[src/rtl/fls_pkg.sv]
// Shared constants, types and tables for the falling streak animator.
package fls_pkg;

  localparam int unsigned MaxStreaksDef   = 8;
  localparam int unsigned PixelsPerStreak = 10;
  localparam int unsigned PaletteSize     = 7;
  localparam int unsigned FadeTaps        = 5;

  localparam int unsigned LenW     = 10;
  localparam int unsigned ColorW   = 24;
  localparam int unsigned PeriodW  = 20;
  localparam int unsigned AccW     = 40;
  localparam int unsigned TimeW    = 32;
  localparam int unsigned PosW     = 13;
  localparam int unsigned PalW     = 3;
  localparam int unsigned TapW     = 3;
  localparam int unsigned ChanW    = 8;
  localparam int unsigned CfgIdxW  = 2;
  localparam int unsigned CfgDataW = 24;
  localparam int unsigned ActW     = 2;
  localparam int unsigned OutDataW = 40;
  localparam int unsigned DivCntW  = $clog2(LenW);

  // length / PixelsPerStreak as multiply and shift; exact for every 10-bit length
  localparam int unsigned PpsShift = 11;
  localparam int unsigned PpsRecip = ((1 << PpsShift) + PixelsPerStreak - 1) / PixelsPerStreak;

  localparam logic signed [PosW-1:0] WrapLimit = -13'sd5;

  typedef enum logic [ActW-1:0] {
    ActClear = 2'd0,
    ActSet   = 2'd1,
    ActShow  = 2'd2
  } action_e;

  typedef enum logic [CfgIdxW-1:0] {
    RegBaseColor    = 2'd0,
    RegFramePeriod  = 2'd1,
    RegRotateColors = 2'd2,
    RegStripLength  = 2'd3
  } cfg_reg_e;

  // controller -> datapath
  typedef struct packed {
    logic    acc_add;
    logic    acc_clr;
    logic    pal_clr;
    logic    div_go;
    logic    count_load;
    logic    place_init;
    logic    place_step;
    logic    walk_init;
    logic    tap_step;
    logic    streak_move;
    logic    emit;
    action_e emit_act;
    logic    emit_last;
  } dp_cmd_t;

  // datapath -> controller
  typedef struct packed {
    logic div_done;
    logic count_zero;
    logic idx_last;
    logic frame_due;
    logic pix_visible;
    logic tap_last;
    logic out_free;
  } dp_sts_t;

  // white, red, blue, green, yellow, magenta, cyan
  function automatic logic [ColorW-1:0] palette_color(input logic [PalW-1:0] idx);
    logic [ColorW-1:0] c;
    case (idx)
      3'd0:    c = 24'hFFFFFF;
      3'd1:    c = 24'hFF0000;
      3'd2:    c = 24'h0000FF;
      3'd3:    c = 24'h00FF00;
      3'd4:    c = 24'hFFFF00;
      3'd5:    c = 24'hFF00FF;
      3'd6:    c = 24'h00FFFF;
      default: c = 24'hFFFFFF;
    endcase
    return c;
  endfunction

  // Q1.8 fade, head pixel at full scale
  function automatic logic [8:0] fade_factor(input logic [TapW-1:0] tap);
    logic [8:0] f;
    case (tap)
      3'd0:    f = 9'd256;
      3'd1:    f = 9'd192;
      3'd2:    f = 9'd141;
      3'd3:    f = 9'd90;
      3'd4:    f = 9'd26;
      default: f = 9'd0;
    endcase
    return f;
  endfunction

  function automatic logic [ChanW-1:0] fade_channel(input logic [ChanW-1:0] c,
                                                    input logic [8:0] f);
    logic [16:0] p;
    p = 17'(c) * 17'(f);
    return p[15:8];
  endfunction

endpackage

[src/rtl/falling_led_streak_animator_core.sv]
// Top level of the falling LED streak animator.
//
// Channel   Dir  Handshake               Payload
// s_axis    in   tvalid/tready           tuser: cmd; tdata: elapsed_time
// m_axis    out  tvalid/tready           tuser: action; tdata: index, g, r, b;
//                                        tlast: last
// cfg       in   cfg_valid/cfg_ready     cfg_index, cfg_data (always ready)
//
// Sequencing: one item at a time. A tick with no frame due only adds to the
// accumulator. A start runs one pass of the 10-step divider (length / streak
// count) unless no streak fits; the streak count itself comes from a reciprocal
// multiply. A frame walks five taps (head and four tail pixels) and one move per
// streak.
// Reset: rst_ni is asynchronous, active low; settings take their defaults,
// accumulator, streak count and palette index clear. Streak table is not reset.
// Stalls: results go through a single output register; the sequencer holds
// when a result is due while that register is full and not being taken. A new
// item is accepted while the final result of the previous one still waits.
module falling_led_streak_animator_core
  import fls_pkg::*;
#(
  parameter int unsigned MaxStreaks = MaxStreaksDef
) (
  input  logic                clk_i,
  input  logic                rst_ni,
  // input items
  input  logic                s_axis_tvalid_i,
  output logic                s_axis_tready_o,
  input  logic                s_axis_tuser_i,   // [0] cmd
  input  logic [TimeW-1:0]    s_axis_tdata_i,   // [31:0] elapsed_time
  // result items
  output logic                m_axis_tvalid_o,
  input  logic                m_axis_tready_i,
  output logic [ActW-1:0]     m_axis_tuser_o,   // [1:0] action
  // [9:0] pixel_index, [17:10] wire_byte0, [25:18] wire_byte1,
  // [33:26] wire_byte2, [39:34] zero
  output logic [OutDataW-1:0] m_axis_tdata_o,
  output logic                m_axis_tlast_o,   // last
  // settings
  input  logic                cfg_valid_i,
  output logic                cfg_ready_o,
  input  logic [CfgIdxW-1:0]  cfg_index_i,
  input  logic [CfgDataW-1:0] cfg_data_i
);

  dp_cmd_t cmd;
  dp_sts_t sts;

  // settings are taken at any time
  assign cfg_ready_o = 1'b1;

  fls_ctrl u_ctrl (
    .clk_i      (clk_i),
    .rst_ni     (rst_ni),
    .s_tvalid_i (s_axis_tvalid_i),
    .s_tuser_i  (s_axis_tuser_i),
    .s_tready_o (s_axis_tready_o),
    .cmd_o      (cmd),
    .sts_i      (sts)
  );

  fls_dp #(
    .MaxStreaks (MaxStreaks)
  ) u_dp (
    .clk_i       (clk_i),
    .rst_ni      (rst_ni),
    .cfg_valid_i (cfg_valid_i),
    .cfg_index_i (cfg_index_i),
    .cfg_data_i  (cfg_data_i),
    .elapsed_i   (s_axis_tdata_i),
    .cmd_i       (cmd),
    .sts_o       (sts),
    .m_tvalid_o  (m_axis_tvalid_o),
    .m_tready_i  (m_axis_tready_i),
    .m_tuser_o   (m_axis_tuser_o),
    .m_tdata_o   (m_axis_tdata_o),
    .m_tlast_o   (m_axis_tlast_o)
  );

endmodule

[src/rtl/fls_div.sv]
// Iterative restoring divider, one quotient bit per cycle.
module fls_div
  import fls_pkg::*;
(
  input  logic            clk_i,
  input  logic            rst_ni,
  input  logic            start_i,
  input  logic [LenW-1:0] dividend_i,
  input  logic [LenW-1:0] divisor_i,
  output logic            done_o,
  output logic [LenW-1:0] quotient_o
);

  logic               busy_q;
  logic               done_q;
  logic [DivCntW-1:0] cnt_q;
  logic [LenW-1:0]    rem_q, rem_d;
  logic [LenW-1:0]    quo_q, quo_d;
  logic [LenW-1:0]    dsr_q;
  logic [LenW:0]      rem_sh;
  logic               fits;

  always_comb begin
    rem_sh = {rem_q, quo_q[LenW-1]};
    fits   = rem_sh >= {1'b0, dsr_q};
    rem_d  = fits ? LenW'(rem_sh - {1'b0, dsr_q}) : rem_sh[LenW-1:0];
    quo_d  = {quo_q[LenW-2:0], fits};
  end

  always_ff @(posedge clk_i or negedge rst_ni) begin
    if (!rst_ni) begin
      busy_q <= 1'b0;
      done_q <= 1'b0;
      cnt_q  <= '0;
    end else begin
      done_q <= 1'b0;
      if (start_i) begin
        busy_q <= 1'b1;
        cnt_q  <= '0;
      end else if (busy_q) begin
        cnt_q <= cnt_q + DivCntW'(1);
        if (cnt_q == DivCntW'(LenW - 1)) begin
          busy_q <= 1'b0;
          done_q <= 1'b1;
        end
      end
    end
  end

  always_ff @(posedge clk_i) begin
    if (start_i) begin
      rem_q <= '0;
      quo_q <= dividend_i;
      dsr_q <= divisor_i;
    end else if (busy_q) begin
      rem_q <= rem_d;
      quo_q <= quo_d;
    end
  end

  assign done_o     = done_q;
  assign quotient_o = quo_q;

endmodule

[src/rtl/fls_ctrl.sv]
// Sequencer for start, tick and frame rendering.
module fls_ctrl
  import fls_pkg::*;
(
  input  logic    clk_i,
  input  logic    rst_ni,
  input  logic    s_tvalid_i,
  input  logic    s_tuser_i,
  output logic    s_tready_o,
  output dp_cmd_t cmd_o,
  input  dp_sts_t sts_i
);

  typedef enum logic [3:0] {
    StIdle,
    StDivN,
    StDivGo,
    StDivS,
    StPlace,
    StCheck,
    StClear,
    StPixel,
    StMove,
    StShow
  } state_e;

  state_e state_q, state_d;
  logic   frame_q, frame_d;

  always_comb begin
    cmd_o      = '0;
    state_d    = state_q;
    frame_d    = frame_q;
    s_tready_o = (state_q == StIdle);
    case (state_q)
      StIdle: begin
        if (s_tvalid_i) begin
          if (s_tuser_i) begin
            cmd_o.acc_add = 1'b1;
            state_d       = StCheck;
          end else begin
            cmd_o.acc_clr = 1'b1;
            cmd_o.pal_clr = 1'b1;
            frame_d       = 1'b0;
            state_d       = StDivN;
          end
        end
      end
      StDivN: begin
        cmd_o.count_load = 1'b1;
        state_d          = StDivGo;
      end
      StDivGo: begin
        if (sts_i.count_zero) begin
          state_d = StClear;
        end else begin
          cmd_o.div_go = 1'b1;
          state_d      = StDivS;
        end
      end
      StDivS: begin
        if (sts_i.div_done) begin
          cmd_o.place_init = 1'b1;
          state_d          = StPlace;
        end
      end
      StPlace: begin
        cmd_o.place_step = 1'b1;
        if (sts_i.idx_last) state_d = StClear;
      end
      StCheck: begin
        if (sts_i.frame_due) begin
          cmd_o.acc_clr   = 1'b1;
          cmd_o.walk_init = 1'b1;
          frame_d         = 1'b1;
          state_d         = StClear;
        end else begin
          state_d = StIdle;
        end
      end
      StClear: begin
        if (sts_i.out_free) begin
          cmd_o.emit     = 1'b1;
          cmd_o.emit_act = ActClear;
          state_d        = (frame_q && !sts_i.count_zero) ? StPixel : StShow;
        end
      end
      StPixel: begin
        if (sts_i.pix_visible && sts_i.out_free) begin
          cmd_o.emit     = 1'b1;
          cmd_o.emit_act = ActSet;
        end
        if (!sts_i.pix_visible || sts_i.out_free) begin
          if (sts_i.tap_last) state_d = StMove;
          else                cmd_o.tap_step = 1'b1;
        end
      end
      StMove: begin
        cmd_o.streak_move = 1'b1;
        state_d           = sts_i.idx_last ? StShow : StPixel;
      end
      StShow: begin
        if (sts_i.out_free) begin
          cmd_o.emit      = 1'b1;
          cmd_o.emit_act  = ActShow;
          cmd_o.emit_last = 1'b1;
          state_d         = StIdle;
        end
      end
      default: state_d = StIdle;
    endcase
  end

  always_ff @(posedge clk_i or negedge rst_ni) begin
    if (!rst_ni) begin
      state_q <= StIdle;
      frame_q <= 1'b0;
    end else begin
      state_q <= state_d;
      frame_q <= frame_d;
    end
  end

`ifndef SYNTHESIS
  a_emit_needs_slot: assert property (@(posedge clk_i) disable iff (!rst_ni)
    cmd_o.emit |-> sts_i.out_free)
    else $error("emit without a free output slot");
`endif

endmodule

[src/rtl/fls_dp.sv]
// Datapath: settings, accumulator, streak table, fades and output register.
module fls_dp
  import fls_pkg::*;
#(
  parameter int unsigned MaxStreaks = MaxStreaksDef
) (
  input  logic                clk_i,
  input  logic                rst_ni,
  input  logic                cfg_valid_i,
  input  logic [CfgIdxW-1:0]  cfg_index_i,
  input  logic [CfgDataW-1:0] cfg_data_i,
  input  logic [TimeW-1:0]    elapsed_i,
  input  dp_cmd_t             cmd_i,
  output dp_sts_t             sts_o,
  output logic                m_tvalid_o,
  input  logic                m_tready_i,
  output logic [ActW-1:0]     m_tuser_o,
  output logic [OutDataW-1:0] m_tdata_o,
  output logic                m_tlast_o
);

  localparam int unsigned IdxW = (MaxStreaks > 1) ? $clog2(MaxStreaks) : 1;
  localparam int unsigned CntW = $clog2(MaxStreaks + 1);

  // settings
  logic [ColorW-1:0]  base_q;
  logic [PeriodW-1:0] period_q;
  logic               rotate_q;
  logic [LenW-1:0]    len_q;

  logic [AccW-1:0] acc_q;
  logic [CntW-1:0] cnt_q;
  logic [PalW-1:0] pal_q;
  logic [IdxW-1:0] idx_q;
  logic [TapW-1:0] tap_q;

  logic signed [PosW-1:0] pos_q [MaxStreaks];
  logic [ColorW-1:0]      col_q [MaxStreaks];
  logic [LenW-1:0]        spacing_q;
  logic [LenW:0]          place_pos_q;

  logic                   out_valid_q;
  action_e                out_act_q;
  logic                   out_last_q;
  logic [LenW-1:0]        out_idx_q;
  logic [ChanW-1:0]       out_g_q, out_r_q, out_b_q;

  logic [AccW:0]          acc_sum;
  logic [AccW-1:0]        acc_sat;
  logic [PalW-1:0]        pal_next;
  logic [LenW+7:0]        len_prod;
  logic [LenW-1:0]        len_div;
  logic [LenW-1:0]        div_dsr;
  logic [LenW-1:0]        quo;
  logic                   div_done;
  logic signed [PosW-1:0] cur_pos, pix_pos, dec_pos, len_s;
  logic [ColorW-1:0]      cur_col;
  logic [8:0]             fade;
  logic                   wrap;
  logic                   out_free;

  always_comb begin
    acc_sum  = {1'b0, acc_q} + (AccW + 1)'(elapsed_i);
    acc_sat  = acc_sum[AccW] ? '1 : acc_sum[AccW-1:0];
    pal_next = (pal_q == PalW'(PaletteSize - 1)) ? '0 : pal_q + PalW'(1);
    // streaks that fit: length / pixels per streak
    len_prod = (LenW + 8)'(len_q) * (LenW + 8)'(PpsRecip);
    len_div  = LenW'(len_prod >> PpsShift);
    div_dsr  = LenW'(cnt_q);
    len_s    = $signed(PosW'(len_q));
    cur_pos  = pos_q[idx_q];
    cur_col  = col_q[idx_q];
    pix_pos  = cur_pos + $signed(PosW'(tap_q));
    dec_pos  = cur_pos - PosW'(1);
    wrap     = dec_pos <= WrapLimit;
    fade     = fade_factor(tap_q);
    out_free = !out_valid_q || m_tready_i;

    sts_o.div_done    = div_done;
    sts_o.count_zero  = (cnt_q == '0);
    sts_o.idx_last    = (CntW'(idx_q) + CntW'(1)) == cnt_q;
    sts_o.frame_due   = acc_q > AccW'(period_q);
    sts_o.pix_visible = !pix_pos[PosW-1] && (pix_pos < len_s);
    sts_o.tap_last    = (tap_q == TapW'(FadeTaps - 1));
    sts_o.out_free    = out_free;
  end

  fls_div u_div (
    .clk_i      (clk_i),
    .rst_ni     (rst_ni),
    .start_i    (cmd_i.div_go),
    .dividend_i (len_q),
    .divisor_i  (div_dsr),
    .done_o     (div_done),
    .quotient_o (quo)
  );

  always_ff @(posedge clk_i or negedge rst_ni) begin
    if (!rst_ni) begin
      base_q      <= 24'hFFFFFF;
      period_q    <= 20'd60000;
      rotate_q    <= 1'b1;
      len_q       <= 10'd60;
      acc_q       <= '0;
      cnt_q       <= '0;
      pal_q       <= '0;
      idx_q       <= '0;
      tap_q       <= '0;
      out_valid_q <= 1'b0;
    end else begin
      if (cfg_valid_i) begin
        case (cfg_reg_e'(cfg_index_i))
          RegBaseColor:    base_q   <= cfg_data_i[ColorW-1:0];
          RegFramePeriod:  period_q <= cfg_data_i[PeriodW-1:0];
          RegRotateColors: rotate_q <= cfg_data_i[0];
          RegStripLength:  len_q    <= cfg_data_i[LenW-1:0];
          default: ;
        endcase
      end

      if (cmd_i.acc_clr)      acc_q <= '0;
      else if (cmd_i.acc_add) acc_q <= acc_sat;

      if (cmd_i.count_load) begin
        cnt_q <= (len_div > LenW'(MaxStreaks)) ? CntW'(MaxStreaks) : CntW'(len_div);
      end

      if (cmd_i.pal_clr) begin
        pal_q <= '0;
      end else if (rotate_q && (cmd_i.place_step || (cmd_i.streak_move && wrap))) begin
        pal_q <= pal_next;
      end

      if (cmd_i.place_init || cmd_i.walk_init) begin
        idx_q <= '0;
        tap_q <= '0;
      end else if (cmd_i.place_step) begin
        idx_q <= idx_q + IdxW'(1);
      end else if (cmd_i.streak_move) begin
        idx_q <= idx_q + IdxW'(1);
        tap_q <= '0;
      end else if (cmd_i.tap_step) begin
        tap_q <= tap_q + TapW'(1);
      end

      if (cmd_i.emit)      out_valid_q <= 1'b1;
      else if (m_tready_i) out_valid_q <= 1'b0;
    end
  end

  always_ff @(posedge clk_i) begin
    if (cmd_i.place_init) begin
      spacing_q   <= quo;
      place_pos_q <= (LenW + 1)'(len_q);
    end else if (cmd_i.place_step) begin
      place_pos_q <= place_pos_q + (LenW + 1)'(spacing_q);
    end

    if (cmd_i.place_step) begin
      pos_q[idx_q] <= $signed(PosW'(place_pos_q));
      col_q[idx_q] <= rotate_q ? palette_color(pal_q) : base_q;
    end else if (cmd_i.streak_move) begin
      pos_q[idx_q] <= wrap ? len_s : dec_pos;
      if (wrap && rotate_q) col_q[idx_q] <= palette_color(pal_q);
    end

    if (cmd_i.emit) begin
      out_act_q  <= cmd_i.emit_act;
      out_last_q <= cmd_i.emit_last;
      if (cmd_i.emit_act == ActSet) begin
        out_idx_q <= pix_pos[LenW-1:0];
        out_r_q   <= fade_channel(cur_col[23:16], fade);
        out_g_q   <= fade_channel(cur_col[15:8], fade);
        out_b_q   <= fade_channel(cur_col[7:0], fade);
      end else begin
        out_idx_q <= '0;
        out_r_q   <= '0;
        out_g_q   <= '0;
        out_b_q   <= '0;
      end
    end
  end

  assign m_tvalid_o = out_valid_q;
  assign m_tuser_o  = out_act_q;
  assign m_tlast_o  = out_last_q;
  assign m_tdata_o  = {{(OutDataW - LenW - 3 * ChanW){1'b0}},
                       out_b_q, out_r_q, out_g_q, out_idx_q};

`ifndef SYNTHESIS
  a_count_bound: assert property (@(posedge clk_i) disable iff (!rst_ni)
    cnt_q <= CntW'(MaxStreaks))
    else $error("streak count above maximum");
  a_pal_bound: assert property (@(posedge clk_i) disable iff (!rst_ni)
    pal_q < PalW'(PaletteSize))
    else $error("palette index out of range");
  a_last_is_show: assert property (@(posedge clk_i) disable iff (!rst_ni)
    (out_valid_q && out_last_q) |-> (out_act_q == ActShow))
    else $error("last flag on an item other than show");
  a_tap_bound: assert property (@(posedge clk_i) disable iff (!rst_ni)
    tap_q < TapW'(FadeTaps))
    else $error("tail tap out of range");
`endif

endmodule

[config.mk]
export PLATFORM = sky130hd
export DESIGN_NAME = falling_led_streak_animator_core
export DESIGN_NICKNAME = d
export VERILOG_FILES = /design/src/rtl/fls_pkg.sv /design/src/rtl/falling_led_streak_animator_core.sv /design/src/rtl/fls_div.sv /design/src/rtl/fls_ctrl.sv /design/src/rtl/fls_dp.sv
export SDC_FILE = /design/constraint.sdc
export NUM_CORES = 1
export LEC_CHECK = 0
export BUFFER_PORTS_ARGS = -buffer_cell sky130_fd_sc_hd__buf_2
export CORE_MARGIN = 5
export CORE_UTILIZATION = 67
export DETAILED_ROUTE_END_ITERATION = 10
export PLACE_DENSITY = 0.85
export SKIP_CTS_REPAIR_TIMING = 1
export SYNTH_ARGS = -nofsm -noshare
export SYNTH_HDL_FRONTEND = slang
export SYNTH_SLANG_ARGS = --single-unit
[constraint.sdc]
create_clock -name clk_i -period 12.26 [get_ports clk_i]
set_input_delay 0.613 -clock clk_i [delete_from_list [all_inputs] [get_ports clk_i]]
set_output_delay 0.613 -clock clk_i [all_outputs]
set_load 0.01 [all_outputs]
==> summary.md <==
| Metric | Value |
|---|---|
| Die Ht | 227 um |
| Reg2reg start | u_dp.idx_q[2]$_DFFE_PN0P_ |
| Cell variety after synth | 102 |
| Routed Antenna Nets | 0 |
| Status | completed |
| DRC Markers | 0 |
| Reg2reg path depth | 23 |
| Hold Crit Class | in2async |
| FP Rows | 79 |
| Yosys reg bits | 498 |
| Top Ports | 110 |
| First-pass GRT wire length | 120000 um |
| Max Cap Viol | 0 |
| Setup violation total in the final timing report | 0 |
| Max Buffers Root-to-Sink | 3 |
| Synth async-reset ratio | 24.1% |
| Mapped Cells | 2833 |
| Post-synth top flop | edfxtp_1 |
| Slew Viols, Final | 0 |
| Vias in the first global route | 22884 |
| Leak | 14.8 nW |
| Top post-synthesis cells by area | edfxtp_1 35%, ha_1 10%, fa_1 7.1%, dfrtp_1 6.7%, inv_1 4.1% |
| Root buffer cell | clkbuf_16 |
| Filler cells | ~3100 |
| CTS H-tree lvls | 2 |
| Critical Path Source Type | flop |
| Required time worst endpoint | about 13 ns |
| GRT Total Usage | roughly 29% |
| Post-DP HPWL | 53700 um |
| I/O Buffers | roughly 100 |
| CTS tree | done |
| Area of the multi-input gates | 0.0154 mm2 |
| Min Tclk post-route | 8.33 ns |
| Die area | between 0.05 and 0.06 mm2 |
| Worst-Margin Slew | 1.32 ns |
| Remaining Overflow, GRT | 0 |
| Worst clock skew | 0.0220 ns |
| Cell Area, Synth | 0.0314 mm2 |
| Share of cells above drive strength 1 | 14.1% |
| DRT iter0 DRCs | 2345 |
| Register area share after synthesis | 45.5% |
| Setup crit end kind | flop |
| RD Place Congestion | 0.931 |
| Reg-to-reg endpoint | u_dp.out_r_q[7]$_SDFFCE_PP0P_ |
| Total routed wirelength | ~75000 um |
| Initial antenna violation count | 2 |
| Clock Latency Late Sink | 0.60 ns |
| Vias | 22482 |
| Chip width | 227 um |
| Fmax | 120 MHz |
| Yosys Warn Count | 0 |
| CTS clock-pin slew for the worst setup and hold paths | 0.07 ns |
| Core ar. | ~0.046 mm2 |
| Syn Area/Cell | 11.1 um2 |
| Largest net degree at the start of global routing | 76 |
| CP arrival | 8.65 ns |
| Hold Fails Final Rpt | 0 |
| Initial Util | 67.6% |
| Total Power | between 0.009 and 0.01 W |
| Sink Count | between 400 and 500 |
| Yosys top cell area share | 35.1% |
| Critical path fanouts, max | 75 |
| Number of synthesized flops with an enable pin | 367 |
| Pwr per Cell Area | ~290 mW/mm2 |
| Fin nets | 3360 |
| Post-DP Area | 0.0326 mm2 |
| Sequential cell area | 0.0143 mm2 |
| Detailed-route wire length per cell | about 21 um |
| Setup CP Type | reg2reg |
| RSZ-0062 raised after global routing | no |
| Period utilisation layout | 67.9% |
| Setup TNS | 0 ns |
| Largest area contributor in the netlist | edfxtp_1 |
| Via/cell ratio | around 6.3 |
| Post-synthesis to final-layout area growth | 9.28% |
| R2r setup slk | 3.93 ns |
| Worst IR drop on VDD | just over 400 uV |
| Slew Limit Headroom | 11.1% |
| First-pass iteration count of the detailed router | 5 |
| Fin area | roughly 0.034 mm2 |
| CTS Buf Count | 51 |
per-stage QoR:
| step | worst slack, ns | std cells | utilization [%] | hold WS [ns] |
|---|---|---|---|---|
| 6_report | 3.93 | 3573 | 73.9 | 0.0648 |
| 3_3_place_gp | 4.47 | 3478 | 70.1 | 0.435 |
| 4_1_cts | 4.01 | 3572 | 73.9 | 0.0684 |
| 5_1_grt | 3.46 | 3572 | 73.9 | 0.117 |
| 2_1_floorplan | 5.18 | 2838 | - | 0.317 |
| 3_5_place_dp | 4.05 | 3478 | 70.1 | 0.434 |
critical path, cell delays in order, from the launching register on:
cell	delay, ns
dfrtp_4	0.88
buf_4	0.88
inv_1	0.59
nor2_1	0.33
a221oi_1	0.16
o22a_1	0.30
nor2_1	0.32
xor2_1	0.12
ha_1	0.28
inv_1	0.05
fa_1	0.53
inv_1	0.06
fa_1	0.54
inv_1	0.06
fa_1	0.53
inv_1	0.04
ha_1	0.20
a2111oi_0	0.54
o31ai_1	0.23
o41ai_1	0.47
a21oi_1	0.25
a311o_1	0.41
xnor2_1	0.17
nor2_1	0.05
cells in the final DEF (no fill, tap or decap), types with 26 or more instances in the layout:
master / instances
dfstp_2: 36
mux2_2: 46
nand2_1: 178
nor2b_1: 27
dfrtp_1: 81
nor2_1: 246
mux2i_1: 62
a21oi_1: 121
buf_2: 101
mux4_2: 30
clkbuf_16: 51
xnor2_1: 77
edfxtp_1: 367
fa_1: 111
nor3_1: 38
a21o_1: 38
nand3_1: 44
inv_1: 340
nand2b_1: 26
buf_4: 41
o21ai_0: 154
ha_1: 261
cell families (layout without fill, tap and decap cells):
family                     count (synthesis)  in the layout  synth area share [%]
other                                      2              8                0.0239
DFF                                      498            498                  45.5
and+or+nand+nor                          723            723                  11.1
buffers and inverters                    453            580                  5.82
adders and majority gates                372            372                  17.5
AOI/OAI and AO/OA                        537            537                  11.1
muxes                                    146            146                  6.15
xor gates and xnor gates                 102            102                  2.84
metal layers:
layer,vias up,GRT usage [%],part of all wire [%]
met2,1010,49.2,49
met3,202,5.10,8.2
li1,10219,-,-
met5,-,0,0.017
met4,2,9.41,3.5
met1,11049,40.0,40
final cells by class:
cell class | count | area share [%]
Antenna cell | 1 | 0.00729
Clock buffer | 56 | 3.83
Clock inverter | 38 | 1.28
Inverter | 344 | 3.76
Multi-Input combinational cell | 1887 | 44.9
Sequential cell | 498 | 41.6
Tap cell | 607 | 2.21
Timing Repair Buffer | 142 | 2.37
report_power, final:
group / leakage (nW) / internal [W] / total (W) / switching, W
Combinational: 9.01 / 0.00230 / 0.00579 / 0.00348
Sequential: 4.91 / 0.00225 / 0.00252 / 0.000266
Clock: 0.848 / 0.000952 / 0.00164 / 0.000692
Total: 14.8 / 0.00551 / 0.00995 / 0.00444
worst max-delay path by stage:
stage | from | depth (start not counted) | endpoint
after global routing | u_dp.idx_q[2]$_DFFE_PN0P_ | 23 | u_dp.out_r_q[7]$_SDFFCE_PP0P_
final | u_dp.idx_q[2]$_DFFE_PN0P_ | 23 | u_dp.out_r_q[7]$_SDFFCE_PP0P_
after floorplan | u_dp.idx_q[2]$_DFFE_PN0P_ | 29 | u_dp.out_r_q[7]$_SDFFCE_PP0P_
after detailed placement | u_dp.idx_q[2]$_DFFE_PN0P_ | 23 | u_dp.out_r_q[7]$_SDFFCE_PP0P_
after global placement | u_dp.idx_q[2]$_DFFE_PN0P_ | 23 | u_dp.out_r_q[7]$_SDFFCE_PP0P_
after CTS | u_dp.idx_q[2]$_DFFE_PN0P_ | 23 | u_dp.out_r_q[7]$_SDFFCE_PP0P_
state kept, by name, summed over array words and instances (netlist names), 4 cells and up:
signal                 count
u_ctrl.state_q             4
u_dp.acc_q                40
u_dp.base_q               24
u_dp.cnt_q                 4
u_dp.col_q               192
u_dp.len_q                10
u_dp.out_b_q               8
u_dp.out_g_q               8
u_dp.out_idx_q            10
u_dp.out_r_q               8
u_dp.period_q             20
u_dp.place_pos_q          11
u_dp.pos_q               104
u_dp.spacing_q            10
u_dp.u_div.cnt_q           4
u_dp.u_div.dsr_q           4
u_dp.u_div.quotient_o     10
u_dp.u_div.rem_q          10
synth_stat cells (10+ instances only):
library cell / count
a211oi_1: 23
inv_1: 340
ha_1: 261
nand2b_1: 26
mux4_2: 30
nor2b_1: 27
clkbuf_1: 69
or2_2: 22
buf_4: 10
o21ai_0: 154
o31ai_1: 21
and2_1: 18
mux2_2: 46
a31oi_1: 22
nor4_1: 15
dfrtp_1: 84
dfstp_2: 36
xor2_1: 25
a21boi_0: 10
o221ai_1: 12
buf_2: 13
nand3_1: 44
nor2_1: 249
a21oi_1: 122
and3_1: 19
o22ai_1: 13
a21o_1: 38
or3_1: 12
nor3_1: 50
nand4_1: 14
o21a_1: 10
o211ai_1: 11
fa_1: 111
edfxtp_1: 367
nand2_1: 178
mux2i_1: 63
xnor2_1: 77
dfxtp_1: 11
No activity file was read; power rests on OpenSTA's default activity.
